`config.mk`:
```
export PLATFORM = sky130hd
export DESIGN_NAME = base64_stream_decoder_flat
export DESIGN_NICKNAME = d
export VERILOG_FILES = /design/src/rtl/bdec_pkg.sv /design/src/rtl/bdec_ifs.sv /design/src/rtl/bdec_front.sv /design/src/rtl/bdec_queue.sv /design/src/rtl/bdec_back.sv /design/src/rtl/base64_stream_decoder.sv /design/src/flat_wrapper.sv
export SDC_FILE = /design/constraint.sdc
export NUM_CORES = 1
export LEC_CHECK = 0
export BUFFER_PORTS_ARGS = -buffer_cell sky130_fd_sc_hd__buf_4
export CAP_MARGIN = 30
export CORE_ASPECT_RATIO = 1.2
export CORE_MARGIN = 2
export CORE_UTILIZATION = 59
export DETAILED_ROUTE_END_ITERATION = 7
export GPL_ROUTABILITY_DRIVEN = 0
export GPL_TIMING_DRIVEN = 1
export HOLD_SLACK_MARGIN = 0.05
export PLACE_DENSITY = 0.82
export SYNTH_ARGS = -nofsm -noshare
export SYNTH_HDL_FRONTEND = slang
export SYNTH_SLANG_ARGS = --single-unit
```
`constraint.sdc`:
```
create_clock -name clk -period 3.5 [get_ports clk]
set_input_delay 0.7 -clock clk [delete_from_list [all_inputs] [get_ports clk]]
set_output_delay 0.7 -clock clk [all_outputs]
set_load 0.01 [all_outputs]
```
`src/rtl/bdec_pkg.sv`:
```
`timescale 1ns / 1ps
// bdec_pkg: shared types, constants and the character map of the base64 decoder
// no dependencies; used by the front, queue, back and top rtl files and the testbench
package bdec_pkg;

    // base64 pad character
    localparam logic [7:0] PAD_CHAR = 8'h3D;

    // group slot that completes a group of four
    localparam logic [1:0] SLOT_LAST = 2'd3;

    // one decoded group or an end-of-string marker, as queued for output
    typedef struct packed {
        logic [2:0][7:0] bytes;     // bytes in emission order, index 0 first
        logic [1:0]      last_idx;  // index of the final beat of this entry
        logic            has;       // entry carries bytes
        logic            str_end;   // final beat closes the string
        logic            bad;       // error flag for the final beat
    } bdec_cmd_t;

    // queue status seen by the front and back parts
    typedef struct packed {
        logic full;
        logic empty;
    } bdec_q_stat_t;

    // map a character to {invalid, sextet}; invalid set outside the alphabet
    function automatic logic [6:0] sextet_of(input logic [7:0] c);
        logic [6:0] r;
        r = 7'h40;
        case (c) inside
            [8'h41:8'h5A]: r = {1'b0, 6'(c - 8'h41)};
            [8'h61:8'h7A]: r = {1'b0, 6'(c - 8'h61 + 8'd26)};
            [8'h30:8'h39]: r = {1'b0, 6'(c - 8'h30 + 8'd52)};
            8'h2B:         r = {1'b0, 6'd62};
            8'h2F:         r = {1'b0, 6'd63};
            default:       r = 7'h40;
        endcase
        return r;
    endfunction

endpackage

```
`src/rtl/bdec_ifs.sv`:
```
`timescale 1ns / 1ps
// bdec_in_if, bdec_out_if: valid/ready channels for characters and decoded beats
// no dependencies
interface bdec_in_if;
    logic       valid;
    logic       ready;
    logic [7:0] in_char;
    logic       is_last;

    modport source (output valid, output in_char, output is_last, input ready);
    modport sink (input valid, input in_char, input is_last, output ready);
endinterface

interface bdec_out_if;
    logic       valid;
    logic       ready;
    logic [7:0] out_byte;
    logic       has_byte;
    logic       end_of_run;
    logic       end_of_string;
    logic       bad_input;

    modport source (output valid, output out_byte, output has_byte, output end_of_run,
                    output end_of_string, output bad_input, input ready);
    modport sink (input valid, input out_byte, input has_byte, input end_of_run,
                  input end_of_string, input bad_input, output ready);
endinterface

```
`src/rtl/bdec_front.sv`:
```
`timescale 1ns / 1ps
// bdec_front: accepts characters, gathers groups of four and builds queue entries
// depends on bdec_pkg and bdec_in_if
module bdec_front
    import bdec_pkg::*;
(
    input  logic         clk,
    input  logic         rst_n,
    bdec_in_if.sink      in_ch,
    input  bdec_q_stat_t q_stat,
    output logic         push,
    output bdec_cmd_t    cmd
);

    logic [1:0]  slot_reg, slot_next;
    logic [17:0] store_reg, store_next;
    logic        tp_reg, tp_next;
    logic        err_reg, err_next;

    logic        accept;
    logic        is_pad;
    logic [6:0]  map;
    logic [5:0]  v;
    logic        err_now;
    logic [5:0]  s0, s1, s2;
    logic [7:0]  b0, b1, b2;

    assign in_ch.ready = !q_stat.full;
    assign accept      = in_ch.valid && in_ch.ready;

    // classify the character
    assign is_pad  = (in_ch.in_char == PAD_CHAR);
    assign map     = sextet_of(in_ch.in_char);
    assign v       = (is_pad || map[6]) ? 6'd0 : map[5:0];
    assign err_now = err_reg || (!is_pad && map[6]);

    // bytes of a completed group
    assign s0 = store_reg[17:12];
    assign s1 = store_reg[11:6];
    assign s2 = store_reg[5:0];
    assign b0 = {s0, s1[5:4]};
    assign b1 = {s1[3:0], s2[5:2]};
    assign b2 = {s2[1:0], v};

    // queue entry
    always_comb
    begin
        cmd  = '0;
        push = 1'b0;
        if (slot_reg == SLOT_LAST)
        begin
            push          = accept;
            cmd.has       = 1'b1;
            cmd.bytes[0]  = b0;
            cmd.bytes[1]  = tp_reg ? b2 : b1;
            cmd.bytes[2]  = b2;
            cmd.last_idx  = 2'(2'(!tp_reg) + 2'(!is_pad));
            cmd.str_end   = in_ch.is_last;
            cmd.bad       = in_ch.is_last && err_now;
        end
        else
        begin
            // string ends inside a group
            push         = accept && in_ch.is_last;
            cmd.has      = 1'b0;
            cmd.last_idx = 2'd0;
            cmd.str_end  = 1'b1;
            cmd.bad      = 1'b1;
        end
    end

    // group state update
    always_comb
    begin
        slot_next  = slot_reg;
        store_next = store_reg;
        tp_next    = tp_reg;
        err_next   = err_reg;
        if (accept)
        begin
            err_next = err_now;
            if (slot_reg == SLOT_LAST)
            begin
                slot_next  = 2'd0;
                store_next = '0;
                tp_next    = 1'b0;
            end
            else
            begin
                slot_next  = 2'(slot_reg + 2'd1);
                store_next = {store_reg[11:0], v};
                if (slot_reg == 2'd2)
                begin
                    tp_next = is_pad;
                end
            end
            if (in_ch.is_last)
            begin
                slot_next  = 2'd0;
                store_next = '0;
                tp_next    = 1'b0;
                err_next   = 1'b0;
            end
        end
    end

    always_ff @(posedge clk or negedge rst_n)
    begin
        if (!rst_n)
        begin
            slot_reg  <= '0;
            store_reg <= '0;
            tp_reg    <= 1'b0;
            err_reg   <= 1'b0;
        end
        else
        begin
            slot_reg  <= slot_next;
            store_reg <= store_next;
            tp_reg    <= tp_next;
            err_reg   <= err_next;
        end
    end

endmodule

```
`src/rtl/bdec_queue.sv`:
```
`timescale 1ns / 1ps
// bdec_queue: small fifo of decoded groups between the front and back parts
// depends on bdec_pkg
module bdec_queue
    import bdec_pkg::*;
#(
    parameter int DEPTH = 4
)
(
    input  logic         clk,
    input  logic         rst_n,
    input  logic         push,
    input  bdec_cmd_t    wr_cmd,
    input  logic         pop,
    output bdec_cmd_t    rd_cmd,
    output bdec_q_stat_t stat
);

    localparam int PTR_W = (DEPTH > 1) ? $clog2(DEPTH) : 1;
    localparam int CNT_W = $clog2(DEPTH + 1);

    bdec_cmd_t        entry_reg [DEPTH];
    logic [PTR_W-1:0] wr_ptr_reg, wr_ptr_next;
    logic [PTR_W-1:0] rd_ptr_reg, rd_ptr_next;
    logic [CNT_W-1:0] cnt_reg, cnt_next;
    logic             do_push, do_pop;

    assign stat.full  = (cnt_reg == CNT_W'(DEPTH));
    assign stat.empty = (cnt_reg == '0);
    assign do_push    = push && !stat.full;
    assign do_pop     = pop && !stat.empty;
    assign rd_cmd     = entry_reg[rd_ptr_reg];

    // pointer and fill count
    always_comb
    begin
        wr_ptr_next = wr_ptr_reg;
        rd_ptr_next = rd_ptr_reg;
        cnt_next    = cnt_reg;
        if (do_push)
        begin
            wr_ptr_next = (wr_ptr_reg == PTR_W'(DEPTH - 1)) ? '0 : PTR_W'(wr_ptr_reg + 1'b1);
        end
        if (do_pop)
        begin
            rd_ptr_next = (rd_ptr_reg == PTR_W'(DEPTH - 1)) ? '0 : PTR_W'(rd_ptr_reg + 1'b1);
        end
        if (do_push && !do_pop)
        begin
            cnt_next = CNT_W'(cnt_reg + 1'b1);
        end
        else if (do_pop && !do_push)
        begin
            cnt_next = CNT_W'(cnt_reg - 1'b1);
        end
    end

    always_ff @(posedge clk or negedge rst_n)
    begin
        if (!rst_n)
        begin
            wr_ptr_reg <= '0;
            rd_ptr_reg <= '0;
            cnt_reg    <= '0;
        end
        else
        begin
            wr_ptr_reg <= wr_ptr_next;
            rd_ptr_reg <= rd_ptr_next;
            cnt_reg    <= cnt_next;
        end
    end

    // entry storage
    always_ff @(posedge clk)
    begin
        if (do_push)
        begin
            entry_reg[wr_ptr_reg] <= wr_cmd;
        end
    end

endmodule

```
`src/rtl/bdec_back.sv`:
```
`timescale 1ns / 1ps
// bdec_back: takes queued groups and sends their bytes one beat per cycle while not stalled
// depends on bdec_pkg and bdec_out_if
module bdec_back
    import bdec_pkg::*;
(
    input  logic         clk,
    input  logic         rst_n,
    input  bdec_q_stat_t q_stat,
    input  bdec_cmd_t    head,
    output logic         pop,
    bdec_out_if.source   out_ch
);

    bdec_cmd_t  cur_reg, cur_next;
    logic       valid_reg, valid_next;
    logic [1:0] idx_reg, idx_next;
    logic       fire;
    logic       last_beat;
    logic       load;

    assign fire      = out_ch.valid && out_ch.ready;
    assign last_beat = (idx_reg == cur_reg.last_idx);
    assign load      = !valid_reg || (fire && last_beat);
    assign pop       = load && !q_stat.empty;

    // beat fields from the held entry
    assign out_ch.valid         = valid_reg;
    assign out_ch.out_byte      = cur_reg.has ? cur_reg.bytes[idx_reg] : 8'd0;
    assign out_ch.has_byte      = cur_reg.has;
    assign out_ch.end_of_run    = last_beat;
    assign out_ch.end_of_string = last_beat && cur_reg.str_end;
    assign out_ch.bad_input     = last_beat && cur_reg.str_end && cur_reg.bad;

    // advance within an entry or load the next one
    always_comb
    begin
        cur_next   = cur_reg;
        valid_next = valid_reg;
        idx_next   = idx_reg;
        if (load)
        begin
            valid_next = !q_stat.empty;
            cur_next   = head;
            idx_next   = 2'd0;
        end
        else if (fire)
        begin
            idx_next = 2'(idx_reg + 2'd1);
        end
    end

    always_ff @(posedge clk or negedge rst_n)
    begin
        if (!rst_n)
        begin
            valid_reg <= 1'b0;
            idx_reg   <= '0;
        end
        else
        begin
            valid_reg <= valid_next;
            idx_reg   <= idx_next;
        end
    end

    always_ff @(posedge clk)
    begin
        cur_reg <= cur_next;
    end

endmodule

```
`src/rtl/base64_stream_decoder.sv`:
```
`timescale 1ns / 1ps
// base64 stream decoder: one character accepted per cycle while the queue has room
// a group's first beat shows after it passes the queue and the back's held entry
// output: one beat per cycle unless stalled; up to three beats per four characters
// throughput is set by the front accepting a character and the back sending a beat
// every cycle while not stalled; asynchronous active-low reset empties the queue
module base64_stream_decoder
    import bdec_pkg::*;
#(
    parameter int QUEUE_DEPTH = 4
)
(
    input  logic       clk,
    input  logic       rst_n,
    bdec_in_if.sink    in_ch,
    bdec_out_if.source out_ch
);

    bdec_cmd_t    push_cmd;
    bdec_cmd_t    head_cmd;
    bdec_q_stat_t q_stat;
    logic         push;
    logic         pop;

    // character intake and grouping
    bdec_front u_front
    (
        .clk    (clk),
        .rst_n  (rst_n),
        .in_ch  (in_ch),
        .q_stat (q_stat),
        .push   (push),
        .cmd    (push_cmd)
    );

    // group queue
    bdec_queue #(
        .DEPTH (QUEUE_DEPTH)
    ) u_queue
    (
        .clk    (clk),
        .rst_n  (rst_n),
        .push   (push),
        .wr_cmd (push_cmd),
        .pop    (pop),
        .rd_cmd (head_cmd),
        .stat   (q_stat)
    );

    // beat output
    bdec_back u_back
    (
        .clk    (clk),
        .rst_n  (rst_n),
        .q_stat (q_stat),
        .head   (head_cmd),
        .pop    (pop),
        .out_ch (out_ch)
    );

endmodule

```
`src/flat_wrapper.sv`:
```
// flat-port wrapper written by rule: the top's interface ports become plain ports
module base64_stream_decoder_flat import bdec_pkg::*;
#(
    parameter int QUEUE_DEPTH = 4
)
  (clk, rst_n, in_ch_valid, in_ch_in_char, in_ch_is_last, in_ch_ready, out_ch_valid, out_ch_out_byte, out_ch_has_byte, out_ch_end_of_run, out_ch_end_of_string, out_ch_bad_input, out_ch_ready);
  bdec_in_if in_ch_i ();
  bdec_out_if out_ch_i ();
  input  logic clk;
  input  logic rst_n;
  input wire logic [$bits(in_ch_i.valid)-1:0] in_ch_valid;
  input wire logic [$bits(in_ch_i.in_char)-1:0] in_ch_in_char;
  input wire logic [$bits(in_ch_i.is_last)-1:0] in_ch_is_last;
  output wire logic [$bits(in_ch_i.ready)-1:0] in_ch_ready;
  output wire logic [$bits(out_ch_i.valid)-1:0] out_ch_valid;
  output wire logic [$bits(out_ch_i.out_byte)-1:0] out_ch_out_byte;
  output wire logic [$bits(out_ch_i.has_byte)-1:0] out_ch_has_byte;
  output wire logic [$bits(out_ch_i.end_of_run)-1:0] out_ch_end_of_run;
  output wire logic [$bits(out_ch_i.end_of_string)-1:0] out_ch_end_of_string;
  output wire logic [$bits(out_ch_i.bad_input)-1:0] out_ch_bad_input;
  input wire logic [$bits(out_ch_i.ready)-1:0] out_ch_ready;
  assign in_ch_i.valid = in_ch_valid;
  assign in_ch_i.in_char = in_ch_in_char;
  assign in_ch_i.is_last = in_ch_is_last;
  assign in_ch_ready = in_ch_i.ready;
  assign out_ch_valid = out_ch_i.valid;
  assign out_ch_out_byte = out_ch_i.out_byte;
  assign out_ch_has_byte = out_ch_i.has_byte;
  assign out_ch_end_of_run = out_ch_i.end_of_run;
  assign out_ch_end_of_string = out_ch_i.end_of_string;
  assign out_ch_bad_input = out_ch_i.bad_input;
  assign out_ch_i.ready = out_ch_ready;
  base64_stream_decoder #(.QUEUE_DEPTH(QUEUE_DEPTH)) u_core (.clk(clk), .rst_n(rst_n), .in_ch(in_ch_i), .out_ch(out_ch_i));
endmodule
```
Word level (Yosys, flattened, before mapping)
Memory sizes are Yosys's and may differ from the RTL's. A register that Yosys moved wholly into a read port is not among the register bits.
Index checks and enable logic that the tools add are counted.
{"block": "op_classes", "addsub": 12, "mul": 0, "n_div": 0, "order_cmp": 7, "eq_ne": 9, "shifts": 0, "mux": 29, "bitwise_logic": 0, "n_reduce_logical": 31}
{"cell": "$mux 18", "count": 2}
{"cell": "$mux 7", "count": 5}
{"cell": "$eq 8x6->1 const B", "count": 3}
{"cell": "$mux 24", "count": 1}
{"cell": "$mux 8", "count": 3}
{"cell": "$bmux 8 s2", "count": 1}
{"cell": "$ge 8x7->1 const B", "count": 2}
{"cell": "$le 8x7->1 const B", "count": 2}
{"cell": "$logic_and 1x1->1", "count": 16}
{"cell": "$mux 2", "count": 6}
{"cell": "$sub 6x6->6 const B", "count": 2}
{"cell": "$add 2x1->2 const B", "count": 4}
{"cell": "$eq 2x2->1 const B", "count": 4}
{"cell": "$ge 8x6->1 const B", "count": 1}
{"cell": "$le 8x6->1 const B", "count": 1}
{"cell": "$logic_not 1->1", "count": 7}
{"cell": "$mux 1", "count": 7}
{"cell": "$add 6x5->6 const B", "count": 1}
{"cell": "$add 6x6->6 const B", "count": 1}
{"cell": "$mux 3", "count": 2}
{"cell": "$mux 6", "count": 1}
{"cell": "$sub 6x1->6 const B", "count": 1}
{"cell": "$mux 5", "count": 1}
{"cell": "$reduce_bool 2->1", "count": 2}
{"cell": "other kinds (10)", "count": 12}
{"block": "totals", "register_bits": 32, "latch_bits": 0, "mem_bits_rw": 116, "rom_bits": 0, "inputBits": 13, "output_inout_bits": 14, "elab_cells": 98, "memories": 1}
{"memory": "u_core.u_queue.entry_reg", "depth": 4, "width": 29, "read_ports": 1, "rd_ports_with_merged_regs": 1, "wr": 1, "line_no": "bdec_queue.sv:22", "source": "bdec_cmd_t entry_reg [DEPTH];"}

Logic depth before layout (Yosys ltp)
Gate-level depths: netlist (run 1).
{"block": "depth", "word_depth": 10, "mapped_depth": 12, "ltp_nobuf": 12}

By module
Synthesis (run 1) repeated with hierarchy kept, for this count alone.
{"block": "unflattened", "hier_cells": 462, "area_unflattened_um2": 7589.8}
{"module": "bdec_queue", "instances": 1, "cells_per_inst": 188, "area_each_um2": 4628.2, "seq_area_each_um2": 3658.5}
{"module": "bdec_front", "instances": 1, "cells_per_inst": 187, "area_each_um2": 1651.6, "seq_area_each_um2": 550.5}
{"module": "bdec_back", "instances": 1, "cells_per_inst": 87, "area_each_um2": 1310.0, "seq_area_each_um2": 945.9}

Worst setup path after synthesis (run 1)
No wires, ideal clock.
{"block": "synth_timing", "kind": "reg2reg", "from": "register u_core.u_back.cur_reg[4] (netlist name)", "to": "register u_core.u_queue.cnt_reg[1]", "setup_ns": 0.125, "arrival_time_ns": 2.850, "t_required_ns": 3.375, "setup_slack_ns": 0.526, "path_stages_with_launch": 11, "n_path_buf": 0, "period_less_slack_ns": 2.974, "cell_sequence": "edfxtp_1 > xor2_1 > nor2_1 > nand2_1 > nand2_1 > o31a_1 > inv_1 > ha_1 > inv_1 > fa_1 > mux2_2"}
{"block": "synth_between", "elab_chain_len": 8, "elab_cells_between_ends": 10, "classes_between": "eq/ne (1); mux (1); reduce/logical (8)"}
{"item": "$eq 2x2->1", "line_no": "bdec_back.sv:23", "source": "assign last_beat = (idx_reg == cur_reg.last_idx);"}
{"item": "named net out_ch_end_of_run", "line_no": "flat_wrapper.sv:18", "source": "output wire logic [$bits(out_ch_i.end_of_run)-1:0] out_ch_end_of_run;"}
{"item": "$logic_and 1x1->1", "line_no": "bdec_back.sv:24", "source": "assign load = !valid_reg || (fire && last_beat);"}
{"item": "$logic_or 1x1->1", "line_no": "bdec_back.sv:24"}
{"item": "$logic_and 1x1->1", "line_no": "bdec_back.sv:25", "source": "assign pop = load && !q_stat.empty;"}
{"item": "$logic_and 1x1->1", "line_no": "bdec_queue.sv:31", "source": "assign do_pop = pop && !stat.empty;"}
{"item": "$logic_not 1->1", "line_no": "bdec_queue.sv:48", "source": "if (do_push && !do_pop)"}
{"item": "$logic_and 1x1->1", "line_no": "bdec_queue.sv:48"}
{"item": "$mux 3", "line_no": "bdec_queue.sv:48"}
{"item": "named net u_core.u_queue.cnt_next[1]", "line_no": "bdec_queue.sv:25", "source": "logic [CNT_W-1:0] cnt_reg, cnt_next;"}
{"item": "end signal, assigned", "line_no": "bdec_queue.sv:70", "source": "cnt_reg <= cnt_next;"}
{"item": "end, declared", "line_no": "bdec_queue.sv:25"}
The timed path passes the listed nets, and every way through them passes these cells.
A chain may end at the register's enable or synchronous reset.

Worst setup path after layout (run 1)
{"block": "layout_timing", "from": "register u_core.u_back.idx_reg[0]", "to": "output out_ch_out_byte[3]"}
{"block": "layout_between", "elab_chain_len": 3}
{"item": "start, declared", "line_no": "bdec_back.sv:17", "source": "logic [1:0] idx_reg, idx_next;"}
{"item": "start signal, assigned", "line_no": "bdec_back.sv:63", "source": "idx_reg <= idx_next;"}
{"item": "$bmux 8 s2", "line_no": "bdec_back.sv:29", "source": "assign out_ch.out_byte = cur_reg.has ? cur_reg.bytes[idx_reg] : 8'd0;"}
{"item": "$mux 8 (implied by the code)", "line_no": "bdec_back.sv:29"}
{"item": "$mux 8", "line_no": "bdec_back.sv:29"}
{"item": "end, declared", "line_no": "flat_wrapper.sv:16", "source": "output wire logic [$bits(out_ch_i.out_byte)-1:0] out_ch_out_byte;"}
No other way between the ends. The select of a mux whose other input is x is not followed.

==> results of run 1 <==
## routing by layer
metal | vias up | global-route usage, % | part of all wire, %
met3 | 20 | 4.46 | 4.8
met2 | 164 | 41.1 | 53
met4 | 0 | 8.60 | 1.9
li1 | 1920 | - | -
met5 | - | 0 | 0
met1 | 2180 | 31.1 | 40
## worst max-delay path, cell delays in order (launching register included)
cell	delay [ns]
dfrtp_1	0.62
nor2b_1	0.70
nand2_1	0.11
o21ai_0	0.14
and2_1	0.16
buf_4	0.11
## path summary, 6_finish.rpt
kind | startpoint | slack [ns] | end | cells past startpoint
setup / recovery | u_core.u_back.idx_reg[0] | 0.53 | out_ch_out_byte[3] | 5
hold / removal | rst_n | 0.22 | u_core.u_back.idx_reg[1] | 1
setup reg to reg | u_core.u_back.idx_reg[0] | 0.81 | u_core.u_queue.cnt_reg[1] | 10
hold reg to reg | u_core.u_front.store_reg[13] | 0.49 | u_core.u_front.store_reg[13] | 2
max in group asynchronous | rst_n | 2.92 | u_core.u_queue.rd_ptr_reg[0] | 1
min in group clk | u_core.u_front.store_reg[13] | 0.49 | u_core.u_front.store_reg[13] | 2
## cell families (layout without fill, tap and decap cells)
family	count (synthesis)	count (layout)
flops	177	177
buf+inv	34	85
fa+ha+maj	19	19
compound gates	69	69
mux	44	44
simple gates	135	135
xor+xnor	7	7
## per-stage QoR
step,power [W],hold slack (ns)
finish,0.00628,0.222
detailed placement,0.00457,0.472
global route,0.00656,0.251
CTS,0.00633,0.234
global placement,0.00448,0.461
floorplan,0.00401,0.404
## layout by cell type (no fill, tap or decap), types with 2 or more instances in the layout
master	netlist	final
inv_6	0	6
mux4_2	29	29
mux2_2	3	3
edfxtp_1	145	145
o221ai_1	3	3
dfrtp_1	32	31
clkbuf_16	0	17
clkinv_2	0	2
xnor2_1	2	2
nand3_2	4	4
nand3_1	8	8
and2_4	2	2
inv_1	15	15
o21ai_1	3	3
o21ai_0	27	27
and2_1	26	26
clkinvlp_4	0	2
o211ai_1	3	3
o21ai_2	2	2
and3_1	3	3
buf_4	0	38
xor2_1	5	5
nand2_1	53	53
a21oi_1	7	7
nor3_1	4	4
a22o_1	6	6
inv_8	0	3
mux2i_1	11	11
a221oi_2	2	2
nor2_1	13	13
ha_1	18	18
nor2b_1	11	11
a21o_1	4	4
## report_power, final
group	switching (W)	internal [W]
clock network	0.000819	0.000934
logic	0.000861	0.000730
registers	0.000212	0.00273
## area by class of cell
type / instances / area (sq um)
fill: 847 / 4020
multi-input combinational: 274 / 2340
clock inverter: 14 / 120
tap: 164 / 205
timing repair buffer: 38 / 285
clock buffer: 18 / 429
sequential: 177 / 5160
inverter: 15 / 56.3
==> metrics, run 1 <==
VDD IR max=429 uV; synth top area cells=edfxtp_1, dfrtp_1, mux4_2; final hold vios=0; hold buffers post-CTS=0; All-Layer GR Usage=24.1%; # Post-CTS Setup Buffers=0; most frequent cells after synthesis=edfxtp_1, nand2_1, dfrtp_1; Adder-Cell Fraction of Synth Area=3.22%; chip height=129 microns; CP Capture Type=output port; die area=0.0139 sq mm; Netlist cell types=55; final worst setup slack=0.529 ns; Max Clock Freq=337 MHz; DR pass1 iterations=5; area grow syn2layout=12.6%; CP arrival=2.27 ns; Slew headroom=47.4%; count leader, synth=edfxtp_1; total grt overflow=0; FP Rows=45; worst-case clock buffer depth=2; drt initial violations=300; Final Util=68.1%; Synth Cell Area=0.00762 sq mm; Crit Path Class=register to output port; number of port buffers=26; max reg flops=116; MaxCap Viol Count=0; area share of the largest cell type after synthesis=57.1%; drt wl/cell=21.9 microns; pwr dens=732 mW/mm^2; I/O pins=27; Antenna Cells=0; post-CTS sizing=0; die width=108 microns; XOR/XNOR Fraction of Synth Area=0.804%; first-pass GRT wire length=24.5 mm; Via Count=4284; Finished Layout Cells=700; status=finished, final reports clean; total negative setup slack=0 ns; crit share post-route=84.9%; final setup vio count=0; Antenna Nets Post-Route=0; post-synthesis sequential area ratio=67.6%; DRC viols=0; fin. max-slew vios=0; final instance area=0.00859 sq mm; Crit Path Max Fanout=13; Worst Setup Start Kind=register; Hold Crit Class=input port to asynchronous set/reset pin; Clock Sinks=177; floorplan core area=0.0126 sq mm; DP Wirelength=9.66 mm; number of synthesized flops with an enable pin=145; Clock Skew=0.00755 ns; mux cell area share after synthesis=10.6%; vias per cell=6.12; main combinational cell family by area after synthesis=multiplexers; static leakage=3.14 nW; clock root buffer=clkbuf_16; area share of and/or/nand/nor cells after synthesis=9.48%; Worst-path clk slew=0.07 ns; post-synth top area cell=edfxtp_1; final-stage net count=555; Starting Density=60.5%; Synth Register Bits=177; Area after DPL=0.00804 sq mm; post-synthesis cell count=485; Clk Latency, worst-skew pair=0.42 ns; Worst-Margin Slew=0.787 ns; Placement Setup Slack=0.683 ns; vias in the first global route=4425; min Tclk post-route=2.97 ns; number of CTS-inserted buffers=17; Placed Instances=668; RSZ-0062 raised after global routing=no; WP data required=2.80 ns; total wire length=15.3 mm; initial antenna violation count=0; top_reg_cell synth=edfxtp_1; CTS tree=built; post-synthesis async set-or-reset flop share=18.1%; Synth Area in Compound Gates=6.48%; largest net degree at the start of global routing=39; Avg Cell Area, Syn=15.7 sq um; H-tree levels=4; share of layout cells above drive strength 1=22.6%; Syn Nets=517; yosys warns=0
Note: power is estimated with default switching activity, not from simulation.
==> inputs of run 2 (changes only) <==
clock period = 2.86 ns   (was 3.5 ns; I/O delays follow)
==> run 2 against run 1 <==
Sequential cell count stayed put; utilization is 0.61 points higher; first-iteration DRC count is 18% lower; worst setup slack worse by 0.13 ns; clock-buffer cell count is 2 higher; worst hold slack worse by 0.12 ns; die area stayed put; total power is 26% higher; critical path type is now register to register; critical endpoint is now u_core.u_queue.cnt_reg[2].
==> metrics, run 2 (synthesized netlist as in run 1, its figures left out) <==
floorplan core area=0.0126 sq mm (unchanged); vias in the first global route=4558 (+3.0%); Worst Setup Start Kind=register; Final Util=68.7% (+0.61 points); Antenna Cells=0 (unchanged); drt initial violations=245 (-18%); H-tree levels=4 (unchanged); Area after DPL=0.00807 sq mm (+0.37%); crit share post-route=86.0%; Setup crit start=u_core.u_queue.cnt_reg[0]; static leakage=3.17 nW (+1.0%); CP arrival=2.81 ns (+0.54 ns); I/O pins=27 (unchanged); FP Rows=45 (unchanged); VDD IR max=540 uV (+26%); clock root buffer=clkbuf_16; Clock Sinks=177 (unchanged); final hold vios=0 (unchanged); final setup vio count=0 (unchanged); Hold Crit Class=input port to asynchronous set/reset pin; Crit Path Max Fanout=9 (-4); min Tclk post-route=2.46 ns; CTS tree=built; WP data required=3.21 ns (+0.41 ns); area grow syn2layout=13.6%; number of CTS-inserted buffers=17 (unchanged); share of layout cells above drive strength 1=22.7% (+0.10 points); DP Wirelength=9.27 mm (-4.0%); Slew headroom=60.0% (+13 points); fin. max-slew vios=0 (unchanged); die area=0.0139 sq mm (unchanged); Antenna Nets Post-Route=0 (unchanged); post-CTS sizing=0 (unchanged); number of port buffers=26 (unchanged); commonest non-fill, non-tap cell in the layout=edfxtp_1; # Post-CTS Setup Buffers=0 (unchanged); pwr dens=915 mW/mm^2 (+25%); first-pass GRT wire length=24.8 mm (+1.4%); Starting Density=60.5% (unchanged); die width=108 microns (unchanged); initial antenna violation count=0 (unchanged); total grt overflow=0 (unchanged); CP Capture Type=register; Clk Latency, worst-skew pair=0.42 ns (about the same); total negative setup slack=0 ns (unchanged); MaxCap Viol Count=0 (unchanged); Worst-path clk slew=0.07 ns (about the same); FF-to-FF path depth=10 (unchanged); worst-case clock buffer depth=2 (unchanged); Via Count=4223 (-1.4%); Placement Setup Slack=0.182 ns (-0.501 ns); Crit Path Class=register to register; status=finished, final reports clean; reg2reg start=u_core.u_queue.cnt_reg[0]; largest net degree at the start of global routing=39 (unchanged); RSZ-0062 raised after global routing=no; most frequent cells in the layout=edfxtp_1, nand2_1, buf_4; final-stage net count=557 (+0.36%); Filler cells=832 (-1.8%); DRC viols=0 (unchanged); All-Layer GR Usage=24.4% (+0.39 points); Max Clock Freq=406 MHz; vias per cell=6.02 (-1.7%); chip height=129 microns (unchanged); drt wl/cell=22.0 microns (+0.37%); Clock Skew=0.00762 ns (+0.0000709 ns); total wire length=15.4 mm (+0.66%); final instance area=0.00866 sq mm (+0.89%); hold buffers post-CTS=0 (unchanged); DR pass1 iterations=5 (unchanged); final worst setup slack=0.400 ns (-0.129 ns); max reg flops=116 (unchanged); Worst-Margin Slew=0.600 ns (-0.187 ns)
run 2: changes by cell type in the layout (fill, tap and decap cells not counted):
cell / delta
nand2_2: +1
buf_12: +1
inv_8: -3
buf_4: +1
inv_6: -2
bufinv_16: +3
clkbuf_1: +2
nand2_1: -1
run 2: power breakdown:
part | switching [W] | internal [W] | total, W | leakage, nW
Combinational | 0.00109 | 0.000933 | 0.00203 | 1.12
Clock | 0.000961 | 0.00138 | 0.00234 | 0.286
Sequential | 0.000220 | 0.00334 | 0.00356 | 1.76
run 2: per-layer routing:
layer	wire length, microns	share of wire [%]	global-route usage, %	up-vias
met5	0	0	0	-
met4	295	1.9	7.54	0
met3	755	4.9	4.66	23
met2	8140	53	43.1	154
met1	6240	40	30.9	2138
li1	-	-	-	1908
run 2: final cells by class:
| class | count | area [sq um] | area share, % |
|---|---|---|---|
| flip-flops and latches | 177 | 5160 | 59.5 |
| repair buffers | 40 | 313 | 3.61 |
| clock buffers | 20 | 437 | 5.04 |
| inverters | 15 | 56.3 | 0.650 |
| well taps | 164 | 205 | 2.37 |
| clock inverters | 12 | 159 | 1.83 |
| multi-input cells | 274 | 2340 | 27.0 |
run 2: path summary, 6_finish.rpt:
kind | end | slack [ns]
max | u_core.u_queue.cnt_reg[2] | 0.40
min | u_core.u_back.idx_reg[1] | 0.10
max reg2reg | u_core.u_queue.cnt_reg[2] | 0.40
min reg2reg | u_core.u_front.store_reg[15] | 0.49
max in group asynchronous | u_core.u_queue.rd_ptr_reg[0] | 2.37
min in group clk | u_core.u_front.slot_reg[1] | 0.41
run 2: metrics by stage:
step	hold WS [ns]	power (W)	instances
detailed placement	0.473	0.00564	670
global placement	0.457	0.00554	670
global route	0.133	0.00829	702
finish	0.101	0.00793	702
CTS	0.111	0.00799	702
floorplan	0.276	0.00490	485
run 2: worst max-delay path, stage by stage, from the launching register on:
cell and delay, ns:
dfrtp_1 0.44, nor2_1 0.10, nand2_1 0.13, nand2_1 0.08
nor2_1 0.42, ha_1 0.27, inv_1 0.07, fa_1 0.43
xor2_1 0.17, nor2_1 0.12, xor2_1 0.15
==> inputs of run 3 (changes only) <==
CORE_ASPECT_RATIO = 0.8   (was 1.2)
CTS_BUF_LIST = sky130_fd_sc_hd__clkbuf_8 sky130_fd_sc_hd__clkbuf_16   (was default)
==> run 3 against run 2 <==
Sequential cell count unchanged; largest cell class unchanged; clock power shrank 3%; critical endpoint is now out_ch_out_byte[4]; maximum frequency fell by 2.9%.
==> metrics, run 3 (synthesized netlist as in run 1, its figures left out) <==
status=finished, final reports clean; final hold vios=0 (unchanged); DP Wirelength=9.63 mm (+3.8%); CP Capture Type=output port; vias per cell=5.97 (-0.80%); GR peak layer=met2; Fin Hold WS=0.0866 ns (-0.0140 ns); H-tree levels=4 (unchanged); Clock Skew=0.00602 ns (-0.00160 ns); largest net degree at the start of global routing=39 (unchanged); static leakage=3.17 nW (+0.16%); total wire length=15.1 mm (-2.3%); pwr dens=909 mW/mm^2 (-0.68%); Filler cells=875 (+5.2%); crit share post-route=88.6% (+2.5 points); initial antenna violation count=0 (unchanged); commonest non-fill, non-tap cell in the layout=edfxtp_1; Slew headroom=67.4% (+7.3 points); Clock Sinks=177 (unchanged); vias in the first global route=4307 (-5.5%); die width=131 microns (+22%); share of layout cells above drive strength 1=22.7% (+0.042 points); Hold Crit Class=input port to asynchronous set/reset pin; final worst setup slack=0.327 ns (-0.0729 ns); M3 GR Usage=5.92% (+1.3 points); Worst Setup Start Kind=register; Pwr Total=0.00789 W (-0.52%); Clk Latency, worst-skew pair=0.42 ns (about the same); Via Count=4249 (+0.62%); Worst-path clk slew=0.06 ns (about the same); reg2reg start=u_core.u_queue.cnt_reg[0]; CP arrival=1.96 ns (-0.85 ns); Multi-input gate area=0.00234 sq mm (+0.11%); die area=0.0139 sq mm (about the same); Starting Density=59.9% (-0.56 points); Setup crit start=u_core.u_back.idx_reg[0]; drt wl/cell=21.2 microns (-3.7%); first-pass GRT wire length=23.7 mm (-4.5%); register cell area after layout=0.00516 sq mm (unchanged); final-stage net count=556 (-0.18%); global-route track usage on met2=36.8% (-6.2 points); clock root buffer=clkbuf_16; All-Layer GR Usage=23.3% (-1.1 points); Max Clock Freq=395 MHz (-2.9%); FP Rows=37 (-18%); DR pass1 iterations=5 (unchanged); Worst-Margin Slew=0.489 ns (-0.110 ns); Crit Path Max Fanout=12 (+3); min Tclk post-route=2.53 ns (+0.0729 ns); worst-case clock buffer depth=2 (unchanged); drt initial violations=537 (+120%); RSZ-0062 raised after global routing=no; I/O pins=27 (unchanged); number of port buffers=26 (unchanged); CTS tree=built; number of CTS-inserted buffers=17 (unchanged); total grt overflow=0 (unchanged); WP data required=2.29 ns (-0.92 ns); global routing usage on met1=32.4% (+1.5 points); max reg flops=116 (unchanged); total negative setup slack=0 ns (unchanged); VDD IR max=693 uV (+28%); MaxCap Viol Count=0 (unchanged); chip height=106 microns (-18%); final setup vio count=0 (unchanged); area grow syn2layout=13.8%; fin. max-slew vios=0 (unchanged); Placement Setup Slack=0.132 ns (-0.0503 ns); # Post-CTS Setup Buffers=0 (unchanged); Antenna Nets Post-Route=0 (unchanged); Antenna Cells=0 (unchanged); DRC viols=0 (unchanged); most frequent cells in the layout=edfxtp_1, nand2_1, buf_4; floorplan core area=0.0127 sq mm (+0.94%); Crit Path Class=register to output port
## run 3: cell types whose count changed in the layout (fill, tap and decap cells not counted), sizes merged
cell / delta
clkbuf: -1
buf: -1
inv: +2
bufinv: -1
## run 3: worst paths after layout
check / cells past startpoint / to / slack, ns
worst max-delay path: 6 / out_ch_out_byte[4] / 0.33
worst min-delay path: 1 / u_core.u_front.store_reg[13] / 0.09
worst max register to register: 10 / u_core.u_queue.cnt_reg[2] / 0.50
worst min register to register: 2 / u_core.u_front.store_reg[14] / 0.48
max in group asynchronous: 1 / u_core.u_queue.rd_ptr_reg[0] / 2.43
min in group clk: 2 / u_core.u_front.slot_reg[1] / 0.41
## run 3: where the power goes
part           switching (W)  internal, W  total (W)
clock network       0.000946      0.00133    0.00228
logic                0.00109     0.000950    0.00204
registers           0.000232      0.00334    0.00357
total                0.00227      0.00562    0.00789
## run 3: critical path, cell delays in order, from the launching register on
cell and delay (ns):
dfrtp_1 0.39, buf_4 0.20, nor2b_2 0.41, nand2_1 0.11, o21ai_0 0.14, and2_1 0.18
buf_4 0.12
## run 3: area by class of cell
type	count	share of cell area [%]
Multi-Input combinational cell	274	27.0
Timing Repair Buffer	39	3.66
Inverter	15	0.649
Clock buffer	19	5.22
Clock inverter	13	1.56
Tap cell	175	2.52
Sequential cell	177	59.4
## run 3: repair_timing
action | CTS | global route
gates resized for setup | 0 | 1
endpoints found under the setup margin | 0 | 1
hold endpoints to repair | 0 | 0
hold buffers | 0 | 0
## run 3: metal layers
layer	wire length [microns]	vias up	part of all wire [%]
li1	-	1913	-
met1	6620	2145	44
met4	271	0	1.8
met2	7200	164	48
met5	0	-	0
met3	968	27	6.4
## run 3: through the flow
stage | utilization, % | area [sq um] | instances
after floorplan | - | 7630 | 485
final | 68.2 | 8680 | 712
after global placement | 63.5 | 8090 | 680
after detailed placement | 63.5 | 8090 | 680
after global routing | 68.2 | 8680 | 712
after CTS | 68.1 | 8680 | 712
